--- config.mk ---
export PLATFORM = sky130hd
export DESIGN_NAME = stpc_axis
export DESIGN_NICKNAME = d
export VERILOG_FILES = /design/src/hdl/stpc_pkg.sv /design/src/hdl/stpc_axis.sv
export SDC_FILE = /design/constraint.sdc
export NUM_CORES = 1
export LEC_CHECK = 0
export ABC_AREA = 1
export BUFFER_PORTS_ARGS = -buffer_cell sky130_fd_sc_hd__buf_2
export CAP_MARGIN = 15
export CORE_MARGIN = 5
export CORE_UTILIZATION = 55
export DETAILED_ROUTE_END_ITERATION = 10
export PLACE_DENSITY = 0.76
export SLEW_MARGIN = 40
export SYNTH_ARGS = -nofsm -noshare
export SYNTH_HDL_FRONTEND = slang
export SYNTH_SLANG_ARGS = --single-unit
--- constraint.sdc ---
create_clock -name clk -period 4.3 [get_ports clk]
set_input_delay 0 -clock clk [delete_from_list [all_inputs] [get_ports clk]]
set_output_delay 0 -clock clk [all_outputs]
set_load 0.03 [all_outputs]
--- src/hdl/stpc_pkg.sv ---
// Shared types and constants for the two-axis stepper position controller.
// No dependencies; every other file imports this package.
package stpc_pkg;

  localparam int POS_W    = 8;
  localparam int BYTE_W   = 8;
  localparam int PERIOD_W = 16;
  localparam int APB_AW   = 3;
  localparam int APB_DW   = 32;

  localparam logic [BYTE_W-1:0]   DEVICE_ID_RST   = 8'd1;
  localparam logic [PERIOD_W-1:0] HALF_PERIOD_RST = 16'd400;
  localparam logic [PERIOD_W-1:0] TIMER_MAX       = 16'hFFFF;

  // input item kinds
  localparam logic KIND_BYTE = 1'b0;
  localparam logic KIND_TICK = 1'b1;

  // reply codes
  localparam logic REPLY_CONFIRM = 1'b0;
  localparam logic REPLY_FAULT   = 1'b1;

  // command bytes
  localparam logic [BYTE_W-1:0] CMD_SET_A  = 8'd1;
  localparam logic [BYTE_W-1:0] CMD_SET_B  = 8'd2;
  localparam logic [BYTE_W-1:0] CMD_LED    = 8'd3;
  localparam logic [BYTE_W-1:0] CMD_NOP_LO = 8'd4;
  localparam logic [BYTE_W-1:0] CMD_NOP_HI = 8'd10;

  // register index (paddr[2])
  localparam logic REG_DEVICE_ID   = 1'b0;
  localparam logic REG_HALF_PERIOD = 1'b1;

  typedef enum logic [1:0] {
    PH_ADDR  = 2'd0,
    PH_VALUE = 2'd1,
    PH_CMD   = 2'd2
  } phase_t;

  typedef struct packed {
    logic             wr_a;
    logic             wr_b;
    logic [POS_W-1:0] value;
  } tgt_cmd_t;

  typedef struct packed {
    logic valid;
    logic code;
  } reply_t;

  typedef struct packed {
    logic step;
    logic dir;
    logic enable_n;
  } axis_t;

endpackage

--- src/hdl/stpc_axis.sv ---
// One step/direction generator: target, position, half-period timer, pin levels.
// Depends on stpc_pkg.
module stpc_axis import stpc_pkg::*; (
  input  logic                clk,
  input  logic                rst_n,
  input  logic                tick,
  input  logic                tgt_wr,
  input  logic [POS_W-1:0]    tgt_val,
  input  logic [PERIOD_W-1:0] half_period,
  output axis_t               pins_nxt
);

  logic [POS_W-1:0]    target_r, pos_r, pos_nxt;
  logic [PERIOD_W-1:0] timer_r, timer_nxt, timer_inc;
  logic                step_r, step_nxt, dir_r, dir_nxt, en_r, en_nxt;
  logic                above;

  assign timer_inc = (timer_r != TIMER_MAX) ? timer_r + 1'b1 : timer_r;
  assign above     = pos_r > target_r;

  always_comb begin
    pos_nxt   = pos_r;
    timer_nxt = timer_r;
    step_nxt  = step_r;
    dir_nxt   = dir_r;
    en_nxt    = en_r;
    if (tick) begin
      timer_nxt = timer_inc;
      if (pos_r != target_r) begin
        dir_nxt = above;
        en_nxt  = 1'b1;
        if (timer_inc >= half_period) begin
          timer_nxt = '0;
          step_nxt  = ~step_r;
          // move on the rising step edge
          if (!step_r) begin
            pos_nxt = above ? pos_r - 1'b1 : pos_r + 1'b1;
          end
        end
      end else begin
        en_nxt = 1'b0;
      end
    end
  end

  assign pins_nxt.step     = step_nxt;
  assign pins_nxt.dir      = dir_nxt;
  assign pins_nxt.enable_n = ~en_nxt;

  always_ff @(posedge clk) begin
    if (!rst_n) begin
      target_r <= '0;
      pos_r    <= '0;
      timer_r  <= '0;
      step_r   <= 1'b0;
      dir_r    <= 1'b0;
      en_r     <= 1'b0;
    end else begin
      pos_r   <= pos_nxt;
      timer_r <= timer_nxt;
      step_r  <= step_nxt;
      dir_r   <= dir_nxt;
      en_r    <= en_nxt;
      if (tgt_wr) begin
        target_r <= tgt_val;
      end
    end
  end

endmodule

Word level (Yosys, flattened, before mapping). Index checks and enable logic that the tools add are counted.

Register bits after elaboration: 35. Output and inout port bits: 3. Input bits: 28. Logic and storage cells: 27.

Reductions and logical operators: 1. $add $sub $neg: 3. Eq/ne operators: 2. Muxes and demuxes: 11. Bitwise operators: 2. Order comparisons: 2.

Operators with widths (number): $mux W16 (3); $add A16 B1 Y16 const B (1); $ge A16 B16 Y1 (1); $ne A16 B16 Y1 const B (1); $add A8 B1 Y8 const B (1); $gt A8 B8 Y1 (1); $mux W8 (1); $ne A8 B8 Y1 (1); $sub A8 B1 Y8 const B (1); $mux W1 (7); $reduce_and A4 Y1 (1); $not A1 Y1 (2).

Longest topological paths before layout.
Depth after elaboration: 6. Mapped depth: 25. Gate-level depth less buffers: 24.

Least setup slack after synthesis. No wires, ideal clock.

Path type: register to register. Start: register timer_r[0]. End: register pos_r[6]. Setup slack: 1429 ps. Stages on the path, launching flop included: 23. Arrival: 2757 ps. Period minus slack after synthesis: 2871 ps. Path buffers: 1. Required time: 4186 ps. Setup time: 114 ps. Path through: dfxtp_1 ha_1 nand2_2 nor3_2 nand3_2 nor2_2 nand2_1 nand2_1 inv_1 ha_1 nand4_1 nor2_1 nor2_1 nand2_1 nand2_1 nand2_1 ha_1 inv_1 nor2_1 buf_2 nand2_1 o21bai_1 inv_1.

Cells in the longest elaborated chain, start to end: 4. Elaborated cells between the ends (all ways): 5. Classes of those cells: 1 x add/sub; 1 x order compare; 1 x eq/ne; 1 x mux; 1 x reduce/logical.

RTL lines: from (decl) (line stpc_axis.sv:14) `logic [PERIOD_W-1:0] timer_r, timer_nxt, timer_inc;`; from (signal assigned) (line stpc_axis.sv:60) `timer_r <= timer_nxt;`; $add A16 B1 Y16 or $ne A16 B16 Y1 (tied branches) (line stpc_axis.sv:18) `assign timer_inc = (timer_r != TIMER_MAX) ? timer_r + 1'b1 : timer_r;`; $mux W16 * (line stpc_axis.sv:18); $ge A16 B16 Y1 * (line stpc_axis.sv:32) `if (timer_inc >= half_period) begin`; $reduce_and A4 Y1 (no source line) *; to (signal assigned) (line stpc_axis.sv:59) `pos_r <= pos_nxt;`; to (decl) (line stpc_axis.sv:13) `logic [POS_W-1:0] target_r, pos_r, pos_nxt;`.

Mark *: on every way between the ends. The rest lies on a longest branch, timed or not. A chain may end at the register's enable or synchronous reset.

Worst setup path in the final report.
Start: register timer_r[0]. End: register pos_r[0].

The elaborated chain is that of the path after synthesis.

==> run summary <==
RUN STATUS
-------------------------------------------------------------------------------
Outcome ..........................................................    completed

DIE
-------------------------------------------------------------------------------
Initial Util .....................................................        57.0%
Vertical die dimension ...........................................      79.9 µm
Count of boundary I/O pins .......................................           31
Overall die area .................................................     6390 µm²
Floorplan Core Area ..............................................     4720 µm²
Horizontal extent of the die .....................................      79.9 µm
Number of cell rows ..............................................           25

TIMING
-------------------------------------------------------------------------------
Actual slew at the worst max-slew pin ............................     0.554 ns
Worst hold slack across all endpoints ............................    0.0488 ns
Peak Freq ........................................................      292 MHz
Min Clock Period, post-route .....................................      3.43 ns
Setup repair after global routing missed its margin ..............        false
Period utilization ...............................................        79.7%
Hold violation total from the final report .......................            0
Aggregate negative setup slack ...................................         0 ns
Post-route clock skew ............................................   0.00733 ns
Setup violation total in the final timing report .................            0
Max-slew violation count .........................................            0
Worst max-slew margin expressed relative to the limit ............        62.8%

SYNTH
-------------------------------------------------------------------------------
Synthesized area .................................................     2690 µm²
Count of flip-flops with a built-in enable after synthesis .......            0
Synth Net Count ..................................................          467
Number of instances in the synthesized netlist ...................          406
Share of synthesized area occupied by flip-flops and latches .....        26.0%
Leading register cell type out of synthesis ......................      dfxtp_1
Yosys warns ......................................................            0
Cell taking the most area after synthesis ........................      dfxtp_1
Main area contributors after synthesis ........................... dfxtp_1, ha_1, nand2_1, inv_1, a21oi_1
Avg Synthesized Cell Area ........................................     6.63 µm²
Flops & latches, synth ...........................................           35
Async set or reset register ratio after synthesis ................           0%
Number of different library cells in the post-synthesis netlist ..           34
Area fraction of the dominant cell type after synthesis ..........        26.0%

SETUP PATH
-------------------------------------------------------------------------------
Worst Path Arrival ...............................................      3.60 ns
Largest driver fanout on the critical path .......................           14
FF-to-FF path depth ..............................................           21
Setup slack on the worst flop-to-flop path .......................      0.87 ns
Launching element type of the critical path ......................     register
Endpoint type of the worst setup path ............................     register
Class of the most critical setup path ............................   reg -> reg
Reg-to-Reg End ...................................................     pos_r[0]
Crit path required time ..........................................      4.47 ns
R2r startpoint ...................................................   timer_r[0]

MIN PATH
-------------------------------------------------------------------------------
Hold path start ..................................................   tgt_val[1]
End point of the most critical hold path .........................  target_r[1]
Path type of the worst min-delay path ............................    in -> reg
Hold-critical path depth .........................................            3

POWER
-------------------------------------------------------------------------------
Total power per unit cell area ...................................   242 nW/µm²
Share of power burned in combinational logic .....................        14.1%
Total power of the final layout ..................................       740 µW
Internal Pwr Total ...............................................       546 µW
Maximum ir drop on the vdd rail ..................................     0.199 mV
Fraction of power spent switching nets ...........................        26.1%
Part of the total power dissipated in sequential elements ........        45.5%
Leakage power of the design ......................................      1.54 nW
Part of the power in the clock network ...........................        40.4%
Net switching power of the design ................................       193 µW

DETAILED ROUTING
-------------------------------------------------------------------------------
Violation count after the first detailed-route iteration .........          137
Mean routed wirelength per cell ..................................      11.2 µm
Via/cell ratio ...................................................         5.10
Vias after detailed routing ......................................        2,589
Routed Wire Length ...............................................      5710 µm
Detailed-routing iteration count for the pre-antenna-repair pass .            4
Count of unresolved DRC violations after routing .................            0
DRT antenna net count ............................................            0

PLACEMENT
-------------------------------------------------------------------------------
Number of input and output port buffers inserted .................           30
GP Congestion ....................................................        0.896
DP Wirelength ....................................................      4340 µm

CLOCK TREE
-------------------------------------------------------------------------------
Worst skew pair latency ..........................................      0.29 ns
TritonCTS clock tree .............................................          yes
Number of H-tree branching levels ................................            2
TritonCTS Buffers ................................................            5
Sink Count .......................................................           35
Maximum clock insertion buffer count .............................            2
CTS Root Buffer Type .............................................     clkbuf_8
Clock transition at the registers of the reported paths ..........      0.08 ns

GLOBAL ROUTING
-------------------------------------------------------------------------------
Most Used Layer, Global Route ....................................         met2
Largest net degree at the start of global routing ................           20
Met3 Resource Use GR .............................................        3.05%
Global-route track usage on met2 .................................        34.7%
Antenna violations before repair .................................            0
Total global-route track usage ...................................        19.4%
Global route overflow ............................................            0
GR Layer Usage met1 ..............................................        23.5%
Global-route wire length before repair ...........................    10,000 µm
Number of global-route vias before repair ........................        2,346

LAYOUT
-------------------------------------------------------------------------------
Filler Cell Count ................................................          433
Layout Area Growth over Synthesis ................................        13.5%
Share of layout cells above drive strength 1 .....................        12.9%
Final nets .......................................................          501
Inserted Diodes ..................................................            0

RUN
-------------------------------------------------------------------------------
Number of max-cap violations .....................................            0

Yosys cell counts, types with 2 or more instances:
cell type / count
nor3_2: 2
clkinv_1: 2
ha_1: 32
nor2_1: 30
o21ai_0: 21
nand2_2: 8
inv_1: 62
xnor2_1: 3
nand4_1: 8
nand3_1: 28
a21oi_1: 46
nand2_1: 96
dfxtp_1: 35
clkbuf_1: 5
buf_4: 4
xor2_1: 6
flip-flops by register name, indices dropped and copies added (netlist names):
register	flops
target_r	8
dir_r	1
en_r	1
timer_r	16
step_r	1
pos_r	8
power by group through the flow:
stage	clock network [mW]	logic [mW]	registers (mW)
6_report	0.299	0.105	0.336
5_1_grt	0.318	0.121	0.337
4_1_cts	0.308	0.105	0.336
3_5_place_dp	0	0.0987	0.344
3_3_place_gp	0	0.0963	0.344
2_1_floorplan	0	0.0728	0.343
what timing repair did:
item,4_1_cts,5_1_grt
setup buffers,0,0
endpoints found under the hold margin,7,0
hold buffers,8,0
gates resized for setup,0,0
critical path, stage by stage (launching register included):
cell,delay (ns)
dfxtp_1,0.42
ha_1,0.27
nand2_2,0.12
nor3_2,0.32
nand3_2,0.15
nor2_2,0.16
nand2_1,0.06
nand2_1,0.08
inv_1,0.04
ha_1,0.27
nand4_1,0.09
nor2_1,0.10
nor2_1,0.04
nand2_1,0.09
nand2_1,0.06
nand2_1,0.08
ha_1,0.14
inv_1,0.04
nor2_2,0.42
inv_1,0.13
o21ai_0,0.17
a21oi_1,0.05
through the flow:
step	std cells	worst slack, ns	area (µm²)	util, %
after floorplan	406	1.43	2690	-
after global placement	492	0.734	2860	60.5
after detailed placement	492	0.679	2860	60.5
after CTS	508	0.656	3050	64.6
after global routing	508	0.535	3050	64.7
final	508	0.872	3050	64.7
cell type report:
cell class | instances | area, µm² | share of cell area (%)
Multi-Input combinational cell | 295 | 1680 | 55.1
Sequential cell | 35 | 701 | 22.9
Inverter | 65 | 244 | 7.99
Timing Repair Buffer | 38 | 230 | 7.54
Tap cell | 67 | 83.8 | 2.74
Clock buffer | 5 | 68.8 | 2.25
Clock inverter | 3 | 43.8 | 1.43
cell usage in the layout, fill, tap and decap left out, types with 2 or more instances in the layout:
master	count
ha_1	32
o21ai_0	21
dlygate4sd3_1	8
buf_2	30
nor2_2	2
xor2_1	6
dfxtp_1	35
nand3_1	28
clkinv_1	2
clkbuf_8	5
a21oi_1	46
xnor2_1	3
nor3_2	2
inv_1	62
nand2_2	8
nor2_1	29
nand2_1	96
nand4_1	8
routing by layer:
metal	up-vias	wire, µm	part of all wire [%]
met5	-	0	0
met4	0	68	1.2
met3	4	199	3.5
met2	43	2900	51
met1	1165	2540	45
li1	1377	-	-
logic make-up after synthesis:
family                   synth area share [%]
AND/OR/NAND/NOR                          30.2
buffers and inverters                    11.5
AO/OA/AOI/OAI                            13.7
flip-flops                               26.0
adder cells (fa/ha/maj)                  15.6
XOR/XNOR                                 2.93
worst max path at each step:
stage                     startpoint        to  slack [ns]  cells past startpoint
after floorplan           timer_r[0]  pos_r[6]        1.43                     22
after global placement    timer_r[0]  pos_r[0]        0.73                     21
after detailed placement  timer_r[0]  pos_r[0]        0.68                     21
after CTS                 timer_r[0]  pos_r[0]        0.66                     21
after global routing      timer_r[0]  pos_r[7]        0.53                     21
final                     timer_r[0]  pos_r[0]        0.87                     21
Power figures use the tool's default switching activity.
