$ cat src/hdl/stpc_pkg.sv
// Shared types and constants for the two-axis stepper position controller.
// No dependencies; every other file imports this package.
package stpc_pkg;

  localparam int POS_W    = 8;
  localparam int BYTE_W   = 8;
  localparam int PERIOD_W = 16;
  localparam int APB_AW   = 3;
  localparam int APB_DW   = 32;

  localparam logic [BYTE_W-1:0]   DEVICE_ID_RST   = 8'd1;
  localparam logic [PERIOD_W-1:0] HALF_PERIOD_RST = 16'd400;
  localparam logic [PERIOD_W-1:0] TIMER_MAX       = 16'hFFFF;

  // input item kinds
  localparam logic KIND_BYTE = 1'b0;
  localparam logic KIND_TICK = 1'b1;

  // reply codes
  localparam logic REPLY_CONFIRM = 1'b0;
  localparam logic REPLY_FAULT   = 1'b1;

  // command bytes
  localparam logic [BYTE_W-1:0] CMD_SET_A  = 8'd1;
  localparam logic [BYTE_W-1:0] CMD_SET_B  = 8'd2;
  localparam logic [BYTE_W-1:0] CMD_LED    = 8'd3;
  localparam logic [BYTE_W-1:0] CMD_NOP_LO = 8'd4;
  localparam logic [BYTE_W-1:0] CMD_NOP_HI = 8'd10;

  // register index (paddr[2])
  localparam logic REG_DEVICE_ID   = 1'b0;
  localparam logic REG_HALF_PERIOD = 1'b1;

  typedef enum logic [1:0] {
    PH_ADDR  = 2'd0,
    PH_VALUE = 2'd1,
    PH_CMD   = 2'd2
  } phase_t;

  typedef struct packed {
    logic             wr_a;
    logic             wr_b;
    logic [POS_W-1:0] value;
  } tgt_cmd_t;

  typedef struct packed {
    logic valid;
    logic code;
  } reply_t;

  typedef struct packed {
    logic step;
    logic dir;
    logic enable_n;
  } axis_t;

endpackage

$ cat src/hdl/stpc_parser.sv
// Three-byte command parser (address, value, command) with the LED flag.
// Depends on stpc_pkg.
module stpc_parser import stpc_pkg::*; (
  input  logic              clk,
  input  logic              rst_n,
  input  logic              byte_en,
  input  logic [BYTE_W-1:0] data_byte,
  input  logic [BYTE_W-1:0] device_id,
  output reply_t            reply,
  output tgt_cmd_t          tgt_cmd,
  output logic              led_nxt
);

  phase_t             phase_r, phase_nxt;
  logic [BYTE_W-1:0]  held_r;
  logic               led_r;

  always_comb begin
    phase_nxt = phase_r;
    if (byte_en) begin
      unique case (phase_r)
        PH_VALUE: phase_nxt = PH_CMD;
        PH_CMD:   phase_nxt = PH_ADDR;
        default:  phase_nxt = (data_byte == device_id) ? PH_VALUE : PH_ADDR;
      endcase
    end
  end

  always_comb begin
    reply         = '0;
    tgt_cmd.wr_a  = 1'b0;
    tgt_cmd.wr_b  = 1'b0;
    tgt_cmd.value = held_r;
    led_nxt       = led_r;
    if (byte_en && phase_r == PH_CMD) begin
      reply.valid = 1'b1;
      priority if (data_byte == CMD_SET_A) begin
        tgt_cmd.wr_a = 1'b1;
      end else if (data_byte == CMD_SET_B) begin
        tgt_cmd.wr_b = 1'b1;
      end else if (data_byte == CMD_LED) begin
        led_nxt = 1'b1;
      end else if (data_byte >= CMD_NOP_LO && data_byte <= CMD_NOP_HI) begin
        reply.code = REPLY_CONFIRM;
      end else begin
        reply.code = REPLY_FAULT;
      end
    end
  end

  always_ff @(posedge clk) begin
    if (!rst_n) begin
      phase_r <= PH_ADDR;
      held_r  <= '0;
      led_r   <= 1'b0;
    end else begin
      phase_r <= phase_nxt;
      led_r   <= led_nxt;
      if (byte_en && phase_r == PH_VALUE) begin
        held_r <= data_byte;
      end
    end
  end

endmodule

$ cat config.mk
export PLATFORM = sky130hd
export DESIGN_NAME = stpc_parser
export DESIGN_NICKNAME = d
export VERILOG_FILES = /design/src/hdl/stpc_pkg.sv /design/src/hdl/stpc_parser.sv
export SDC_FILE = /design/constraint.sdc
export NUM_CORES = 1
export LEC_CHECK = 0
export BUFFER_PORTS_ARGS = -buffer_cell sky130_fd_sc_hd__buf_2
export CAP_MARGIN = 20
export CORE_MARGIN = 4
export CORE_UTILIZATION = 30
export DETAILED_ROUTE_END_ITERATION = 12
export PLACE_DENSITY = 0.54
export SYNTH_ARGS = -nofsm -noshare
export SYNTH_HDL_FRONTEND = slang
export SYNTH_SLANG_ARGS = --single-unit
$ cat constraint.sdc
create_clock -name clk -period 2.4 [get_ports clk]
set_input_delay 0.48 -clock clk [delete_from_list [all_inputs] [get_ports clk]]
set_output_delay 0.48 -clock clk [all_outputs]
set_load 0.05 [all_outputs]
; ---- Word-level counts from Yosys, hierarchy flattened
; Index checks and enable logic that the tools add are counted.
[word_totals]
word_cells = 29
regBits = 11
inputBits = 19
out_inout_bits = 13
[classes]
reduce_logical = 3
n_lt_le_gt_ge = 2
n_eq_ne = 6
muxes = 15
[ops]
columns = cell, count
row1 = "8-bit by 2-bit == test with 1-bit output, second input constant", 2
row2 = 1-bit 2-to-1 mux, 12
row3 = "8-bit by 1-bit == test with 1-bit output, second input constant", 1
row4 = 8-bit == test, 1
row5 = "8-bit by 3-bit >= comparator with 1-bit output, second input constant", 1
row6 = "8-bit by 4-bit <= comparator with 1-bit output, second input constant", 1
row7 = 2-bit 2-to-1 mux, 2
row8 = 2-bit case mux with 2 select lines, 1
row9 = 1-bit logical AND, 3
row10 = "2-bit by 1-bit == test with 1-bit output, second input constant", 1
row11 = "2-bit == test, second input constant", 1

; ---- Longest topological paths before layout
; Gate-level depths: netlist (run 1).
[depth]
word_depth = 7
ltp_mapped = 7
depth_no_buf = 7

; ---- Worst setup path before layout (run 1)
; Ideal clock, no wire load.
[synth_path]
kind = register to output
from = register phase_r[0]
to = output port tgt_cmd[8] (netlist bit)
slack_ns = -0.328
stages_incl_launch_ff = 7
arrival_ns = 2.248
cell_sequence = dfxtp_1 inv_1 ha_1 nand2_1 inv_1 nand3_2 nor3b_1
[synth_lines]
columns = element, line_no
row1 = from (decl), stpc_parser.sv:14  ; phase_t phase_r, phase_nxt;
row2 = from (signal assigned), stpc_parser.sv:57  ; phase_r <= phase_nxt;
row3 = to (decl), stpc_parser.sv:10  ; output tgt_cmd_t tgt_cmd,

==> results of run 1 <==
-- metal layers --
layer	wire length, um	track usage (%)	vias to the layer above
li1	-	-	319
met2	648	17.1	22
met5	0	0	-
met3	116	3.32	2
met1	775	16.8	267
met4	8	6.38	0
-- critical path, cell delays in order --
cell	delay, ns
buf_2	0.13
nor4_4	0.31
nand3_2	0.15
nor3b_1	0.20
buf_2	0.29
-- flip-flops by register name (all words and copies together) (netlist names) --
name and cells:
held_r 8, phase_r 2, led_r 1
-- stage by stage --
stage / std cells / area, um2 / setup WS [ns] / TNS (ns)
after floorplan: 75 / 631 / -0.328 / -0.641
after global placement: 131 / 816 / 0.357 / 0
after detailed placement: 131 / 816 / 0.354 / 0
after CTS: 135 / 842 / 0.332 / 0
after global routing: 135 / 842 / 0.190 / 0
final: 135 / 842 / 0.363 / 0
-- report_power, final --
group          switching (uW)  leakage, uW  internal [uW]
registers              0.0982    0.0000885            182
clock network            61.3    0.0000150           64.2
logic                    27.3     0.000273           25.0
total                    88.7     0.000376            272
-- placed cells by master, fill, tap and decap left out, types with 3 or more instances in the layout --
cell type / netlist / routed
buf_2: 0 / 31
nand2_1: 13 / 13
dfxtp_1: 11 / 11
nand3_1: 10 / 10
a21boi_0: 8 / 8
inv_1: 4 / 4
xnor2_1: 4 / 4
xor2_1: 4 / 4
ha_1: 3 / 3
clkbuf_4: 0 / 3
-- kinds of logic (layout without fill, tap and decap cells) --
group	Yosys count	after routing	share of synthesized area, %
mux	1	1	1.59
fa+ha+maj	3	3	5.95
compound gates	12	12	14.1
buf+inv	7	40	4.17
flops	11	11	34.9
xor+xnor	8	8	11.1
simple gates	33	33	28.2
-- worst paths after layout --
kind | from | endpoint | slack, ns | cells after the start
max | data_byte[4] | tgt_cmd[8] | 0.36 | 5
min | held_r[4] | held_r[4] | 0.46 | 2
max reg2reg | phase_r[1] | held_r[0] | 1.10 | 5
min reg2reg | held_r[4] | held_r[4] | 0.46 | 2
-- cell type report --
cell class | instances | area, um2 | share of cell area, %
multi-input cells | 57 | 384 | 45.6
flip-flops and latches | 11 | 220 | 26.2
repair buffers | 32 | 163 | 19.3
well taps | 27 | 33.8 | 4.01
clock buffers | 4 | 26.3 | 3.12
inverters | 4 | 15.0 | 1.78
==> results.yml, run 1 <==
outcome:
  outcome: "completed"
power:
  pwr_density_cell_mw_per_mm2: 428
  p_leak_uw: 0.000376
  irDropWorstVdd_v: 0.000197
  total_power_of_the_final_layout_uw: 360
clock_tree:
  ctsHtreeMaxLevel: 1
  total_cts_buffers: 3
  clock-sinks: 11
  cts_setup_buffers: 0
  max-clock-path-buffers: 2
  cts_hold_buffers: 0
  tritoncts: "done"
  clock_tree.root_cell: "clkbuf_4"
  clkSlewWorstSetupHoldPaths_ns: 0.07
  post_cts.resized_instances: 0
  clock_insertion_delay_worst_skew_ns: 0.26
worst_setup_path:
  cp.arrival_ns: 1.56
  critical_path_peak_fanout: 3
  timing_worst_setup_path_type: "primary input to primary output"
  crit_path_start_kind: "primary input"
  critPathCaptureType: "primary output"
  worst_ep_required_time_ns: 1.92
floorplanning:
  initial_util_pct: 31.8
  floorplan.core_area_mm2: 0.00198
  io_pins: 32
  placement_rows: 16
  fp.dieW_um: 53.8
  die-area_mm2: 0.00290
  die-height_um: 53.8
yosys:
  synthesis.area_um2: 631
  post-synth-top-count-cell: "nand2_1"
  postSynth.asyncResetShare_pct: 0
  postSynth.topFlopCell: "dfxtp_1"
  yosys_warnings: 0
  yosys.area.top_type: "dfxtp_1"
  postSynthNetCount: 97
  number_of_enable_flip_flop_cells_after_synthesis: 0
  post_synth_most_frequent_cells: "13 x nand2_1, 11 x dfxtp_1, 10 x nand3_1, 8 x a21boi_0"
  synth.ff_latch_count: 11
  syn-mean-instance-area_um2: 8.41
  synth_sequential_area_ratio_pct: 34.9
  synth_cells: 75
  post_synth_num_cell_types: 22
  synth_area_leaders: "dfxtp_1 35%, a21boi_0 9.5%, nand3_1 7.9%, nand2_1 7.7%, ha_1 6.0%"
  synth.top_cell.area_share_pct: 34.9
global_route:
  grt_antenna_before_repair: 0
  number_of_global_route_vias_before_repair: 601
  grt_pass1_wl_um: 2520
  overall_track_demand_over_capacity_in_global_routing_pct: 12.2
  grt_overflow_total: 0
  largest_net_degree_at_the_start_of_global_routing: 13
flow_run:
  max-cap-violations: 0
drt:
  ant_nets: 0
  per_cell_routed_wire_length_um: 11.5
  dr.first_iter.drc_count: 18
  route.vias.total: 610
  drt_pre_antenna_iters: 4
  vias_per_cell: 4.52
  drt-total-wl_um: 1550
  detail_route.drc_violations: 0
min_path:
  hold_path_class: "flip-flop to flip-flop"
place:
  hpwlAfterDp_um: 1250
  place_congestion: 0.773
  placement.io_buffers: 31
layout:
  finalNetCount: 131
  finish.utilization_pct: 42.5
  num-fill-cells: 215
  antennaDiodeCount: 0
  post_route_cells_drive_above_1_share_pct: 35.2
  synthToLayoutAreaGrowth_pct: 33.5
timing:
  timing.final.crit_period_ns: 2.04
  final_min_period_over_clock_period_pct: 84.9
  worst_slew_pin_slew_ns: 0.291
  max_freq_mhz: 491
  grt_setup_unrepaired: "no"
  final-max-slew-violation-count: 0
  max_slew_margin_pct: 80.6
  hold_viol_final: 0
  hold_ws_ns: 0.458
  timing.clock.skew_ns: 0.00658
  setup_viol: 0
(Power assumes the default switching activity.)
==> run 2: changes to the inputs <==
==> constraint.sdc (replaced) <==
create_clock -name clk -period 2 [get_ports clk]
set_input_delay 0.4 -clock clk [delete_from_list [all_inputs] [get_ports clk]]
set_output_delay 0.4 -clock clk [all_outputs]
set_load 0.05 [all_outputs]
==> results.yml, run 2 (same netlist as run 1, synthesis figures left out) <==
outcome:
  outcome: "completed"
clock_tree:
  max-clock-path-buffers: 2
  cts_hold_buffers: 0
  tritoncts: "done"
  clkSlewWorstSetupHoldPaths_ns: 0.07
  clock_insertion_delay_worst_skew_ns: 0.27
  clock_tree.root_cell: "clkbuf_4"
  ctsHtreeMaxLevel: 1
  clock-sinks: 11
  total_cts_buffers: 3
place:
  hpwlAfterDp_um: 1280
  placement.setup.worst_slack_ns: 0.0723
  numPlacedInstances: 131
  placement.io_buffers: 31
  place_congestion: 0.678
  dpl-instance-area_um2: 842
layout:
  synthToLayoutAreaGrowth_pct: 41.5
  reg_top3: "held_r x8, phase_r x2, led_r x1"
  largest_reg_flops: 8
  most-common-layout-cells: "28 x buf_2, 13 x nand2_1, 10 x nand3_1, 10 x dfxtp_1, 8 x a21boi_0"
  antennaDiodeCount: 0
  post_route_cells_drive_above_1_share_pct: 38.9
  finalNetCount: 131
  stdcell_area_um2: 892
  largest-register: "held_r"
  number_of_standard_cells_in_the_layout_taps_in_and_fillers_out: 135
  multi_input_comb_area_um2: 414
  num-fill-cells: 211
  layout.cells.most_common: "buf_2"
  area.sequential_um2: 221
power:
  switching_fraction_of_total_power_pct: 25.8
  internal_power_uw: 327
  p_leak_uw: 0.000380
  comb_power_share_pct: 14.9
  p_sw_uw: 114
  power.sequential.fraction_pct: 49.7
  clkPwrFrac_pct: 35.4
  pwr_density_cell_mw_per_mm2: 495
  irDropWorstVdd_v: 0.000312
timing:
  max_slew_margin_pct: 78.7
  fin_ws_ns: 0.127
  timing.final.crit_period_ns: 1.87
  max_freq_mhz: 534
  grt_setup_unrepaired: "no"
  final_min_period_over_clock_period_pct: 93.6
  worst_slew_pin_slew_ns: 0.319
  setup_viol: 0
  final-max-slew-violation-count: 0
  final.setup.tns_ns: 0
  timing.clock.skew_ns: 0.00749
  hold_viol_final: 0
worst_setup_path:
  register_to_register_setup_slack_ns: 0.67
  regToRegStartpoint: "phase_r[1]"
  timing_worst_setup_path_type: "flip-flop to primary output"
  critPathCaptureType: "primary output"
  rr_worst_depth: 5
  crit_path_start_kind: "flip-flop"
  critical_path_peak_fanout: 4
  cpPeakStageDelay_ns: 0.34
  worst_ep_required_time_ns: 1.60
  rr_endpoint: "held_r[3]"
  cp.arrival_ns: 1.47
  path_cells: "inv_1, ha_1, nand2_1, clkinvlp_4, nand3_4, nor3b_4, buf_4"
  critical-path-slowest-cell: "dfxtp_2"
drt:
  per_cell_routed_wire_length_um: 11.7
  vias_per_cell: 4.64
  dr.first_iter.drc_count: 9
  route.vias.total: 626
  drt-total-wl_um: 1580
  drt_pre_antenna_iters: 4
  detail_route.drc_violations: 0
  ant_nets: 0
min_path:
  min_delay_path_depth: 3
  worstHoldEndpoint: "held_r[2]"
  worstHoldStart: "data_byte[2]"
  hold_path_class: "primary input to flip-flop"
floorplanning:
  fp.dieW_um: 53.8
  initial_util_pct: 31.8
  die-height_um: 53.8
  floorplan.core_area_mm2: 0.00198
  placement_rows: 16
  io_pins: 32
  die-area_mm2: 0.00290
global_route:
  grt_pass1_wl_um: 2530
  largest_net_degree_at_the_start_of_global_routing: 13
  number_of_global_route_vias_before_repair: 598
  grt_overflow_total: 0
  grt_antenna_before_repair: 0
  overall_track_demand_over_capacity_in_global_routing_pct: 12.5
flow_run:
  max-cap-violations: 0
[run 2: changes by cell type in the layout (fill, tap and decap cells not counted), moves of 2 or more]
cell     previous run  this run
buf_6               0         2
nor3b_4             0         2
nor3b_1             2         0
buf_2              31        28
[run 2: what timing repair did]
item	CTS	global route
gates resized for setup	2	6
setup buffers	0	0
endpoints found under the setup margin	2	3
hold endpoints to repair	0	0
gates cloned	0	0
[run 2: area by class of cell]
class,instances,share of cell area [%]
multi-input cells,57,46.4
flip-flops and latches,11,24.8
repair buffers,32,19.9
well taps,27,3.79
clock buffers,4,2.95
inverters,4,2.10
[run 2: per-layer routing]
| layer | vias up | global-route usage, % | part of all wire [%] |
|---|---|---|---|
| li1 | 321 | - | - |
| met1 | 275 | 15.5 | 46 |
| met2 | 26 | 18.8 | 44 |
| met3 | 4 | 3.88 | 8.5 |
| met4 | 0 | 7.66 | 1.6 |
| met5 | - | 0 | 0 |
[run 2: through the flow]
stage	utilization, %	hold slack, ns	total power, uW
floorplan	-	0.480	253
global placement	42.5	0.450	289
detailed placement	42.5	0.457	290
CTS	44.1	0.430	448
global route	45.0	0.446	466
finish	45.0	0.435	441
[run 2: critical path: cells and delay by family (launching register included)]
kind | cells | cell delay [ns]
flip-flops | 1 | 0.34
buffers and inverters | 3 | 0.37
AND/OR/NAND/NOR | 3 | 0.36
adder cells (fa/ha/maj) | 1 | 0.14
[run 2: worst max path at each step]
stage	to	slack, ns	cells after the start	start
floorplan	reply[0]	0.11	3	data_byte[2]
finish	tgt_cmd[8]	0.13	7	phase_r[0]
CTS	led_nxt	0.002	7	phase_r[0]
detailed placement	tgt_cmd[9]	0.07	5	data_byte[4]
global route	tgt_cmd[9]	0.01	7	phase_r[0]
global placement	tgt_cmd[9]	0.09	5	data_byte[4]
[run 2: power groups by stage]
| stage | Combinational [uW] | Sequential, uW | Clock (uW) |
|---|---|---|---|
| after floorplan | 28.2 | 225 | 0 |
| after global placement | 65.1 | 224 | 0 |
| after detailed placement | 65.5 | 224 | 0 |
| after CTS | 65.6 | 219 | 163 |
| after global routing | 72.0 | 219 | 175 |
| final | 65.8 | 219 | 156 |
==> run 3: changes to the inputs <==
--- a/config.mk
+++ b/config.mk
@@ -8,9 +8,9 @@
 export BUFFER_PORTS_ARGS = -buffer_cell sky130_fd_sc_hd__buf_2
 export CAP_MARGIN = 20
 export CORE_MARGIN = 4
-export CORE_UTILIZATION = 30
+export CORE_UTILIZATION = 43
 export DETAILED_ROUTE_END_ITERATION = 12
-export PLACE_DENSITY = 0.54
+export PLACE_DENSITY = 0.84
 export SYNTH_ARGS = -nofsm -noshare
 export SYNTH_HDL_FRONTEND = slang
 export SYNTH_SLANG_ARGS = --single-unit
==> results.yml, run 3 (same netlist as run 1, synthesis figures left out) <==
outcome:
  outcome: "completed"
place:
  numPlacedInstances: 119
  placement.io_buffers: 31
  dpl-instance-area_um2: 827
  place_congestion: 0.801
  hpwlAfterDp_um: 1280
worst_setup_path:
  worst_ep_required_time_ns: 1.60
  critical_path_peak_fanout: 4
  regToRegStartpoint: "phase_r[1]"
  cpPeakStageDelay_ns: 0.34
  critical-path-slowest-cell: "dfxtp_2"
  critPathCaptureType: "primary output"
  crit_path_start_kind: "flip-flop"
  path_cells: "inv_1, ha_1, nand2_1, clkinvlp_4, nand3_2, nor3b_4, buf_6"
  cp-startpoint: "phase_r[0]"
  register_to_register_setup_slack_ns: 0.66
  rr_worst_depth: 5
  cp.arrival_ns: 1.50
  timing_worst_setup_path_type: "flip-flop to primary output"
timing:
  timing.clock.skew_ns: 0.00341
  timing.final.crit_period_ns: 1.90
  final_min_period_over_clock_period_pct: 95.0
  setup_viol: 0
  final.setup.tns_ns: 0
  max_freq_mhz: 526
  worst_slew_pin_slew_ns: 0.319
  grt_setup_unrepaired: "no"
  final-max-slew-violation-count: 0
  hold_viol_final: 0
  max_slew_margin_pct: 78.8
floorplanning:
  initial_util_pct: 47.3
  io_pins: 32
  placement_rows: 13
  die-area_mm2: 0.00214
  floorplan.core_area_mm2: 0.00133
  die-height_um: 46.3
  fp.dieW_um: 46.3
min_path:
  min_delay_path_depth: 3
  hold_path_class: "primary input to flip-flop"
  worstHoldStart: "data_byte[4]"
layout:
  number_of_standard_cells_in_the_layout_taps_in_and_fillers_out: 123
  stdcell_area_um2: 871
  reg_top3: "held_r x8, phase_r x2, led_r x1"
  most-common-layout-cells: "28 x buf_2, 13 x nand2_1, 10 x nand3_1, 10 x dfxtp_1, 8 x a21boi_0"
  largest_reg_flops: 8
  layout.cells.most_common: "buf_2"
  synthToLayoutAreaGrowth_pct: 38.1
  finish.utilization_pct: 65.3
  antennaDiodeCount: 0
  largest-register: "held_r"
  post_route_cells_drive_above_1_share_pct: 39.8
  finalNetCount: 131
clock_tree:
  clock_insertion_delay_worst_skew_ns: 0.26
  cts_setup_buffers: 0
  tritoncts: "done"
  max-clock-path-buffers: 2
  post_cts.resized_instances: 2
  clock_tree.root_cell: "clkbuf_4"
  cts_hold_buffers: 0
  clkSlewWorstSetupHoldPaths_ns: 0.07
  clock-sinks: 11
  total_cts_buffers: 3
  ctsHtreeMaxLevel: 1
power:
  pwr_density_cell_mw_per_mm2: 496
  irDropWorstVdd_v: 0.000450
  p_leak_uw: 0.000383
  total_power_of_the_final_layout_uw: 432
global_route:
  grt_overflow_total: 0
  grt-busiest-layer: "met2"
  number_of_global_route_vias_before_repair: 595
  grt_pass1_wl_um: 2400
  overall_track_demand_over_capacity_in_global_routing_pct: 15.8
  grt_antenna_before_repair: 0
  use_met2_pct: 24.7
  largest_net_degree_at_the_start_of_global_routing: 13
  grt_util_met3_pct: 3.91
  grt.met1_usage_pct: 20.3
drt:
  per_cell_routed_wire_length_um: 12.6
  ant_nets: 0
  drt_pre_antenna_iters: 4
  drt-total-wl_um: 1550
  detail_route.drc_violations: 0
  vias_per_cell: 5.15
  dr.first_iter.drc_count: 6
  route.vias.total: 633
flow_run:
  max-cap-violations: 0
-- run 3: cell types whose count changed in the layout (fill, tap and decap cells not counted), sizes merged --
cell,before,now
clkinv,0,1
clkbuf,4,3
-- run 3: per-layer routing --
metal	routed length [um]	vias to the layer above
met5	0	-
met4	14	0
met3	147	2
met2	686	26
met1	697	286
li1	-	319
-- run 3: final timing paths --
| kind | endpoint |
|---|---|
| setup / recovery | tgt_cmd[8] |
| setup reg to reg | held_r[7] |
| hold reg to reg | held_r[0] |
| hold / removal | held_r[4] |
-- run 3: worst max-delay path: cells and delay by family (launching register included) --
kind	cells	cell delay, ns
flip-flops	1	0.34
buffers and inverters	3	0.33
AND/OR/NAND/NOR	3	0.43
adder cells (fa/ha/maj)	1	0.13
-- run 3: report_power, final --
part	internal [uW]	switching [uW]	total [uW]
sequential	219	0.132	219
clock	73.9	73.3	147
combinational	31.0	34.5	65.5
-- run 3: area by class of cell --
class / instances / area [um2]
Fill cell: 125 / 463
Multi-Input combinational cell: 57 / 407
Sequential cell: 11 / 221
Timing Repair Buffer: 32 / 178
Clock buffer: 3 / 22.5
Inverter: 4 / 18.8
Tap cell: 15 / 18.8
Clock inverter: 1 / 5.00
-- run 3: stage by stage --
stage	hold WS [ns]	worst slack [ns]
2_1_floorplan	0.480	0.106
3_3_place_gp	0.449	0.104
3_5_place_dp	0.458	0.0715
4_1_cts	0.437	0.0204
5_1_grt	0.452	0.000114
6_report	0.440	0.0996
